<file path="config.mk">
export PLATFORM = sky130hd
export DESIGN_NAME = char_lcd_nibble_writer
export DESIGN_NICKNAME = d
export VERILOG_FILES = /design/src/hw/rtl/cln_pkg.sv /design/src/hw/rtl/cln_front.sv /design/src/hw/rtl/cln_queue.sv /design/src/hw/rtl/cln_back.sv /design/src/hw/rtl/char_lcd_nibble_writer.sv
export VERILOG_INCLUDE_DIRS = /design/src /design/src/hw/rtl
export SDC_FILE = /design/constraint.sdc
export NUM_CORES = 1
export LEC_CHECK = 0
export ABC_CLOCK_PERIOD_IN_PS = 3400
export BUFFER_PORTS_ARGS = -buffer_cell sky130_fd_sc_hd__buf_2
export CAP_MARGIN = 10
export CORE_MARGIN = 2
export CORE_UTILIZATION = 61
export CTS_BUF_LIST = sky130_fd_sc_hd__clkbuf_4 sky130_fd_sc_hd__clkbuf_8
export CTS_CLUSTER_DIAMETER = 50
export DETAILED_ROUTE_END_ITERATION = 6
export PLACE_DENSITY = 0.93
export SYNTH_ARGS = -nofsm -noshare
export SYNTH_HDL_FRONTEND = slang
export SYNTH_SLANG_ARGS = --single-unit
</file>
<file path="constraint.sdc">
create_clock -name clk_i -period 3.4 [get_ports clk_i]
set_clock_uncertainty 0.15 [all_clocks]
set_input_delay 0.51 -clock clk_i [delete_from_list [all_inputs] [get_ports clk_i]]
set_output_delay 0.51 -clock clk_i [all_outputs]
set_load 0.03 [all_outputs]
</file>
<file path="src/hw/rtl/char_lcd_nibble_writer_assert.svh">
// assertion macros used by the lcd nibble writer back end
`ifndef CHAR_LCD_NIBBLE_WRITER_ASSERT_SVH
`define CHAR_LCD_NIBBLE_WRITER_ASSERT_SVH

`ifndef SYNTHESIS
// checked only out of reset
`define CLN_ASSERT(name, prop) \
  name: assert property (@(posedge clk_i) disable iff (!rst_ni) prop) \
    else $error("cln assertion failed");
// checked at every edge, reset included
`define CLN_ASSERT_ALWAYS(name, prop) \
  name: assert property (@(posedge clk_i) prop) \
    else $error("cln assertion failed");
`else
`define CLN_ASSERT(name, prop)
`define CLN_ASSERT_ALWAYS(name, prop)
`endif

`endif

</file>
<file path="src/hw/rtl/cln_pkg.sv">
// shared types and constants for the lcd nibble writer
`default_nettype none

package cln_pkg;

  // input function codes
  typedef enum logic [1:0] {
    FUNC_INIT = 2'd0,
    FUNC_CMD  = 2'd1,
    FUNC_CHAR = 2'd2,
    FUNC_NONE = 2'd3
  } func_e;

  // work kinds held in the queue
  typedef enum logic [1:0] {
    JOB_INIT,
    JOB_CMD,
    JOB_CHAR
  } job_kind_e;

  // configuration register indexes
  typedef enum logic [1:0] {
    REG_SETUP_HOLD  = 2'd0,
    REG_ENABLE_HIGH = 2'd1,
    REG_NIBBLE_GAP  = 2'd2,
    REG_POWER_UP    = 2'd3
  } reg_idx_e;

  localparam int unsigned TimeW = 20;

  // configuration reset values
  localparam logic [TimeW-1:0] SetupHoldRst  = 20'd3;
  localparam logic [TimeW-1:0] EnableHighRst = 20'd1000;
  localparam logic [TimeW-1:0] NibbleGapRst  = 20'd500;
  localparam logic [TimeW-1:0] PowerUpRst    = 20'd200000;

  // port bit masks and wake-up values
  localparam logic [7:0] E_SET     = 8'b00000100;
  localparam logic [7:0] E_CLR     = 8'b11111011;
  localparam logic [7:0] WAKE_8BIT = 8'b00110000;
  localparam logic [7:0] WAKE_4BIT = 8'b00100000;
  localparam logic [7:0] RS_CLR    = 8'b11111110;
  localparam logic [7:0] RS_SET    = 8'b00000001;
  localparam logic [7:0] HIGH_KEEP = 8'b11110000;
  localparam logic [7:0] LOW_KEEP  = 8'b00001111;

  // last step index of each sequence
  localparam logic [3:0] INIT_LAST = 4'd12;
  localparam logic [3:0] BYTE_LAST = 4'd7;

  typedef struct packed {
    job_kind_e  kind;
    logic [7:0] byte_value;
  } job_t;

  typedef struct packed {
    logic [TimeW-1:0] setup_hold;
    logic [TimeW-1:0] enable_high;
    logic [TimeW-1:0] nibble_gap;
    logic [TimeW-1:0] power_up;
  } cfg_t;

  // queue handshake between front and back
  typedef struct packed {
    logic full;
    logic head_valid;
  } q_status_t;

endpackage

`default_nettype wire

</file>
<file path="src/hw/rtl/cln_front.sv">
// front end: takes input items, decodes the function and drops unused codes
`default_nettype none

module cln_front import cln_pkg::*; (
  input  logic       in_valid_i,
  output logic       in_stall_o,
  input  logic [1:0] func_i,
  input  logic [7:0] byte_value_i,
  input  q_status_t  q_status_i,
  output logic       push_o,
  output job_t       job_o
);

  func_e func;
  logic  keep;

  assign func = func_e'(func_i);

  // function decode
  always_comb begin
    job_o.byte_value = byte_value_i;
    job_o.kind       = JOB_INIT;
    keep             = 1'b1;
    unique case (func)
      FUNC_INIT: job_o.kind = JOB_INIT;
      FUNC_CMD:  job_o.kind = JOB_CMD;
      FUNC_CHAR: job_o.kind = JOB_CHAR;
      default:   keep       = 1'b0;
    endcase
  end

  // accept while the queue has room, push only real work
  assign in_stall_o = q_status_i.full;
  assign push_o     = in_valid_i && !q_status_i.full && keep;

endmodule

`default_nettype wire

</file>
<file path="src/hw/rtl/cln_queue.sv">
// two-entry queue of decoded items between front and back
`default_nettype none

module cln_queue import cln_pkg::*; (
  input  logic      clk_i,
  input  logic      rst_ni,
  input  logic      push_i,
  input  job_t      job_i,
  input  logic      pop_i,
  output job_t      head_o,
  output q_status_t status_o
);

  job_t       entry_q [2];
  logic       wr_ptr_q, wr_ptr_d;
  logic       rd_ptr_q, rd_ptr_d;
  logic [1:0] count_q, count_d;

  // pointer and count update
  always_comb begin
    wr_ptr_d = push_i ? ~wr_ptr_q : wr_ptr_q;
    rd_ptr_d = pop_i ? ~rd_ptr_q : rd_ptr_q;
    count_d  = count_q;
    if (push_i && !pop_i) begin
      count_d = count_q + 2'd1;
    end else if (pop_i && !push_i) begin
      count_d = count_q - 2'd1;
    end
  end

  always_ff @(posedge clk_i or negedge rst_ni) begin
    if (!rst_ni) begin
      wr_ptr_q <= 1'b0;
      rd_ptr_q <= 1'b0;
      count_q  <= 2'd0;
    end else begin
      wr_ptr_q <= wr_ptr_d;
      rd_ptr_q <= rd_ptr_d;
      count_q  <= count_d;
    end
  end

  // entry storage
  always_ff @(posedge clk_i) begin
    if (push_i) begin
      entry_q[wr_ptr_q] <= job_i;
    end
  end

  assign head_o              = entry_q[rd_ptr_q];
  assign status_o.full       = (count_q == 2'd2);
  assign status_o.head_valid = (count_q != 2'd0);

endmodule

`default_nettype wire

</file>
<file path="src/hw/rtl/cln_back.sv">
// back end: steps the head item's port writes, one per unstalled cycle
`default_nettype none

module cln_back import cln_pkg::*; (
  input  logic             clk_i,
  input  logic             rst_ni,
  input  cfg_t             cfg_i,
  input  job_t             head_i,
  input  q_status_t        q_status_i,
  output logic             pop_o,
  output logic             out_valid_o,
  input  logic             out_stall_i,
  output logic [7:0]       port_value_o,
  output logic [TimeW-1:0] hold_us_o,
  output logic             last_write_o
);

  `include "char_lcd_nibble_writer_assert.svh"

  logic [3:0]       step_q, step_d;
  logic [7:0]       image_q;
  logic             out_valid_q, out_valid_d;
  logic [7:0]       port_value_q;
  logic [TimeW-1:0] hold_q;
  logic             last_q;

  logic             advance;
  logic [7:0]       val;
  logic [TimeW-1:0] hold;
  logic             last;
  logic [3:0]       nib;
  logic             rs;

  // write value for the current step
  always_comb begin
    nib  = step_q[2] ? head_i.byte_value[3:0] : head_i.byte_value[7:4];
    rs   = (head_i.kind == JOB_CHAR);
    val  = image_q;
    hold = cfg_i.setup_hold;
    last = 1'b0;
    if (head_i.kind == JOB_INIT) begin
      unique case (step_q) inside
        4'd0: begin
          val  = image_q & RS_CLR;
          hold = cfg_i.power_up;
        end
        4'd1, 4'd4, 4'd7, 4'd3, 4'd6, 4'd9: val = WAKE_8BIT;
        4'd2, 4'd5, 4'd8: begin
          val  = WAKE_8BIT | E_SET;
          hold = cfg_i.enable_high;
        end
        4'd10: val = WAKE_4BIT;
        4'd11: begin
          val  = WAKE_4BIT | E_SET;
          hold = cfg_i.enable_high;
        end
        4'd12: begin
          val  = WAKE_4BIT;
          hold = '0;
        end
        default: val = image_q;
      endcase
      last = (step_q == INIT_LAST);
    end else begin
      case (step_q[1:0])
        2'd0: val = (image_q & LOW_KEEP) | ({nib, 4'b0000} & HIGH_KEEP);
        2'd1: val = rs ? (image_q | RS_SET) : (image_q & RS_CLR);
        2'd2: begin
          val  = image_q | E_SET;
          hold = cfg_i.enable_high;
        end
        default: begin
          val  = image_q & E_CLR;
          hold = cfg_i.nibble_gap;
        end
      endcase
      last = (step_q == BYTE_LAST);
    end
  end

  // sequencing and output register handshake
  assign advance = q_status_i.head_valid && (!out_valid_q || !out_stall_i);
  assign pop_o   = advance && last;

  always_comb begin
    step_d      = step_q;
    out_valid_d = out_valid_q;
    if (advance) begin
      step_d      = last ? 4'd0 : step_q + 4'd1;
      out_valid_d = 1'b1;
    end else if (!out_stall_i) begin
      out_valid_d = 1'b0;
    end
  end

  always_ff @(posedge clk_i or negedge rst_ni) begin
    if (!rst_ni) begin
      step_q      <= 4'd0;
      image_q     <= 8'h00;
      out_valid_q <= 1'b0;
    end else begin
      step_q      <= step_d;
      out_valid_q <= out_valid_d;
      if (advance) begin
        image_q <= val;
      end
    end
  end

  // result payload
  always_ff @(posedge clk_i) begin
    if (advance) begin
      port_value_q <= val;
      hold_q       <= hold;
      last_q       <= last;
    end
  end

  assign out_valid_o  = out_valid_q;
  assign port_value_o = port_value_q;
  assign hold_us_o    = hold_q;
  assign last_write_o = last_q;

  `CLN_ASSERT(a_step_range, step_q <= INIT_LAST)
  `CLN_ASSERT(a_byte_step_range,
    (q_status_i.head_valid && head_i.kind != JOB_INIT) |-> (step_q <= BYTE_LAST))
  `CLN_ASSERT(a_last_restarts, (advance && last) |=> (step_q == 4'd0))
  `CLN_ASSERT(a_image_tracks_out, out_valid_q |-> (image_q == port_value_q))

endmodule

`default_nettype wire

</file>
<file path="src/hw/rtl/char_lcd_nibble_writer.sv">
// character lcd 4-bit nibble writer top level
// Drives an hd44780-style lcd hung on an 8-bit port (bit0 RS, bit2 E,
// bits 4-7 data). Each input item (valid/stall) asks for the init
// sequence, a command byte or a character byte; func 3 is taken and dropped.
// Each item yields a burst of result items (valid/stall) on the output,
// one port value with its hold time in microseconds, last_write marking
// the final one: 13 writes for init, 8 for a command or character.
// The first write of an item passes through the queue and then the output
// register. The back end emits one write per cycle while the receiver does
// not stall, and the two-entry queue holds the item in progress and lets
// one more item wait behind it.
// When the receiver stalls, the output register holds its item and the
// sequencer waits; the queue fills and then stalls the input. Reset clears
// the queue, the sequencer, the port image and sets the four timing
// registers to 3, 1000, 500 and 200000 us. The user must write them through
// cfg_we_i/cfg_idx_i/cfg_wdata_i only while idle; the block does not check.
`default_nettype none

module char_lcd_nibble_writer import cln_pkg::*; (
  input  logic             clk_i,
  input  logic             rst_ni,
  input  logic             cfg_we_i,
  input  logic [1:0]       cfg_idx_i,
  input  logic [TimeW-1:0] cfg_wdata_i,
  input  logic             in_valid_i,
  output logic             in_stall_o,
  input  logic [1:0]       func_i,
  input  logic [7:0]       byte_value_i,
  output logic             out_valid_o,
  input  logic             out_stall_i,
  output logic [7:0]       port_value_o,
  output logic [TimeW-1:0] hold_us_o,
  output logic             last_write_o
);

  cfg_t      cfg_q;
  reg_idx_e  cfg_idx;
  q_status_t q_status;
  logic      push;
  logic      pop;
  job_t      job;
  job_t      head;

  assign cfg_idx = reg_idx_e'(cfg_idx_i);

  // timing registers
  always_ff @(posedge clk_i or negedge rst_ni) begin
    if (!rst_ni) begin
      cfg_q.setup_hold  <= SetupHoldRst;
      cfg_q.enable_high <= EnableHighRst;
      cfg_q.nibble_gap  <= NibbleGapRst;
      cfg_q.power_up    <= PowerUpRst;
    end else if (cfg_we_i) begin
      unique case (cfg_idx)
        REG_SETUP_HOLD:  cfg_q.setup_hold  <= cfg_wdata_i;
        REG_ENABLE_HIGH: cfg_q.enable_high <= cfg_wdata_i;
        REG_NIBBLE_GAP:  cfg_q.nibble_gap  <= cfg_wdata_i;
        default:         cfg_q.power_up    <= cfg_wdata_i;
      endcase
    end
  end

  cln_front u_front (
    .in_valid_i   (in_valid_i),
    .in_stall_o   (in_stall_o),
    .func_i       (func_i),
    .byte_value_i (byte_value_i),
    .q_status_i   (q_status),
    .push_o       (push),
    .job_o        (job)
  );

  cln_queue u_queue (
    .clk_i    (clk_i),
    .rst_ni   (rst_ni),
    .push_i   (push),
    .job_i    (job),
    .pop_i    (pop),
    .head_o   (head),
    .status_o (q_status)
  );

  cln_back u_back (
    .clk_i        (clk_i),
    .rst_ni       (rst_ni),
    .cfg_i        (cfg_q),
    .head_i       (head),
    .q_status_i   (q_status),
    .pop_o        (pop),
    .out_valid_o  (out_valid_o),
    .out_stall_i  (out_stall_i),
    .port_value_o (port_value_o),
    .hold_us_o    (hold_us_o),
    .last_write_o (last_write_o)
  );

endmodule

`default_nettype wire
</file>
==> impl_metrics.tcl <==
set metrics [dict create \
    grt_use_total 0.281 \
    area_growth_pct 12.4 \
    yosysWarnings 0 \
    clk_pin_slew_ns 0.08 \
    ir_drop_uv 450 \
    n_antenna_cell 0 \
    rr_endpoint "u_back.hold_us_o[11]" \
    cts_resized 0 \
    synth.avg_cell_area_sq_um 12.9 \
    post-dp-hpwl_um 9310 \
    synthArstFlopShare 0.664 \
    yosysSeqAreaShare 0.587 \
    die_area_sq_um 11800 \
    synth_top_cell_by_area "dfrtp_1" \
    num_vias 4769 \
    fin_crit_sh 0.823 \
    place_congestion 0.870 \
    synth_area_leaders "dfrtp_1 (29%), edfxtp_1 (22%), mux2_2 (13%), dfstp_2 (7.9%), nand2_1 (2.8%)" \
    rows 38 \
    synth-simple-area-share 0.0784 \
    die_h_um 109 \
    ys_seq_elements 146 \
    synth_edf_count 49 \
    leakagePower_uw 0.00308 \
    antenna_found_initial 0 \
    synth-compound-area-share 0.132 \
    drive_above_1_share 0.387 \
    fin_tns_setup_ns 0 \
    p_per_area_nw_per_um2 928 \
    ys.flop_type "dfrtp_1" \
    netlist-cell-type-count 54 \
    tritoncts "done" \
    totalWireLength_um 15400 \
    period_minus_slack_ns 2.80 \
    drcViolationCount 0 \
    max-cap-violations 0 \
    ctsHtreeMaxLevel 4 \
    crit_fanout 20 \
    final_antenna_net_count 0 \
    hold_violations 1 \
    pin_count 68 \
    grt_setup_unrepaired "no" \
    yosys.area_share.xor_xnor 0.00917 \
    cts_sinks 146 \
    postCtsSetupBuffers 0 \
    worstPathArrival_ns 2.92 \
    grt_max_degree 63 \
    synth_fa_ha_area_frac 0.00936 \
    core_area_sq_um 10700 \
    worstRegToRegCells 7 \
    critPathKind "flop to flop" \
    totalPowerFinal_uw 6970 \
    slew_headroom 0.445 \
    grt_pass1_vias 5029 \
    syn-num-nets 562 \
    num-nets-final 624 \
    finalSetupViolCount 0 \
    worstHoldPathType "input port to async pin" \
    ctsHoldBuffers 0 \
    fillers 681 \
    multi_input_area_sq_um 2560 \
    clk_path_buf_depth 2 \
    grt_pass1_wl_um 24900 \
    insertion_delay_ns 0.45 \
    dr.pass1.iters 5 \
    status "finished with violations" \
    initial_core_util 0.622 \
    end_kind "flop" \
    r2r_slack_ns 0.60 \
    muxShareOfSynthArea 0.151 \
    cts-root-buf "clkbuf_8" \
    synth_top_area_share 0.288 \
    synth_top_family_by_area "multiplexers" \
    slew_viol_final 0 \
    wl_per_cell_um 21.0 \
    drtIter0Drc 454 \
    violations "hold timing" \
    fmax_ghz 0.357 \
    via_per_inst 6.49 \
    start_kind "flop" \
    worstMarginPinSlew_ns 0.829 \
    r2r-start "u_back.step_q[1]" \
    numCtsBuffers 17 \
    die_w_um 109 \
    syn-cell-area_sq_um 6690 \
    worstPathRequired_ns 3.52 \
    seq_area_sq_um 3920 \
    yosysMostFrequentCell "mux2_2" \
    synth_common_cells "mux2_2 (80), dfrtp_1 (77), nand2_1 (50)" \
    grt-ovfl-total 0 \
    holdWs_ns -0.00117 \
    synth_cells 520 \
    port_buffers 67 \
]
[per-stage QoR]
| step | instance area, sq um | worst slack, ns | cells | util | hold WS (ns) |
|---|---|---|---|---|---|
| after floorplan | 6690 | 0.890 | 520 | - | 0.0644 |
| after global placement | 7150 | 0.835 | 703 | 0.666 | 0.310 |
| after detailed placement | 7150 | 0.741 | 703 | 0.666 | 0.321 |
| after CTS | 7510 | 0.694 | 735 | 0.699 | 0.0188 |
| after global routing | 7510 | 0.486 | 735 | 0.699 | 0.0639 |
| final | 7510 | 0.602 | 735 | 0.699 | -0.00117 |
[area by class of cell]
cell class                      instances  share of cell area
Multi-Input combinational cell        325               0.341
Clock buffer                           19              0.0331
Inverter                               12             0.00599
Timing Repair Buffer                   80              0.0596
Clock inverter                         13              0.0148
Sequential cell                       146               0.522
Tap cell                              140              0.0233
[critical path, cell delays in order (launching register included)]
cell and delay [ns]:
dfrtp_1 0.45, inv_1 0.36, ha_1 0.44, mux2i_1 0.19, mux2i_2 0.29, buf_4 0.35
a221oi_1 0.15, a2bb2oi_1 0.24
[kinds of logic after synthesis]
kind of cell	count (synthesis)
AOI/OAI and AO/OA	120
xor gates and xnor gates	7
adders and majority gates	5
buffers and inverters	49
DFF	146
muxes	86
and+or+nand+nor	107
[how the worst max path moves through the flow]
stage                                start                     end  slack (ns)  cells after the start
after floorplan           u_back.step_q[1]  u_back.port_value_o[1]        0.89                      8
after global placement    u_back.step_q[1]  u_back.port_value_o[1]        0.84                      6
after detailed placement  u_back.step_q[1]  u_back.port_value_o[1]        0.74                      6
after CTS                 u_back.step_q[1]  u_back.port_value_o[2]        0.69                      6
after global routing      u_back.step_q[1]    u_back.hold_us_o[11]        0.49                      7
final                     u_back.step_q[1]    u_back.hold_us_o[11]        0.60                      7
[power breakdown]
group	internal, uW	switching (uW)	total (uW)
Sequential	2470	345	2820
Clock	592	660	1250
Combinational	1050	1850	2900
Total	4110	2860	6970
[cells in the final DEF (no fill, tap or decap), types with 3 or more instances in the layout]
cell type and instances:
o21ai_0 29, dfrtp_1 77, xor2_1 5, clkbuf_8 17
nor3_1 5, nor4_1 3, ha_1 5, edfxtp_1 49
inv_1 12, o21a_1 3, o22ai_1 4, a221oi_1 20
a2bb2oi_1 19, buf_4 13, a22oi_1 21, nor2_1 14
nor2b_1 3, clkinv_4 3, mux4_2 4, buf_2 66
nor3b_2 3, nand2_1 50, and2_1 5, clkinv_2 3
mux2_2 80, a21oi_1 4, dfstp_2 20, nand3b_1 3
nand3_1 8, a211oi_1 3
[routing by layer]
metal	vias to the layer above	GRT usage	wire, um
met3	63	0.0586	1370
met2	313	0.444	7590
li1	2074	-	-
met4	0	0.173	610
met5	-	0	0
met1	2319	0.357	5870
[sequential cells by signal, summed over array words and instances (netlist names)]
| signal | cells |
|---|---|
| u_back.hold_us_o | 20 |
| u_queue.count_q | 2 |
| u_back.last_write_o | 1 |
| cfg_q | 80 |
| u_queue.wr_ptr_q | 1 |
| u_back.port_value_o | 8 |
| u_back.image_q | 8 |
| u_back.out_valid_o | 1 |
| u_back.step_q | 4 |
| u_queue.entry_q | 20 |
| u_queue.rd_ptr_q | 1 |
Note: power is estimated with default switching activity, not from simulation.
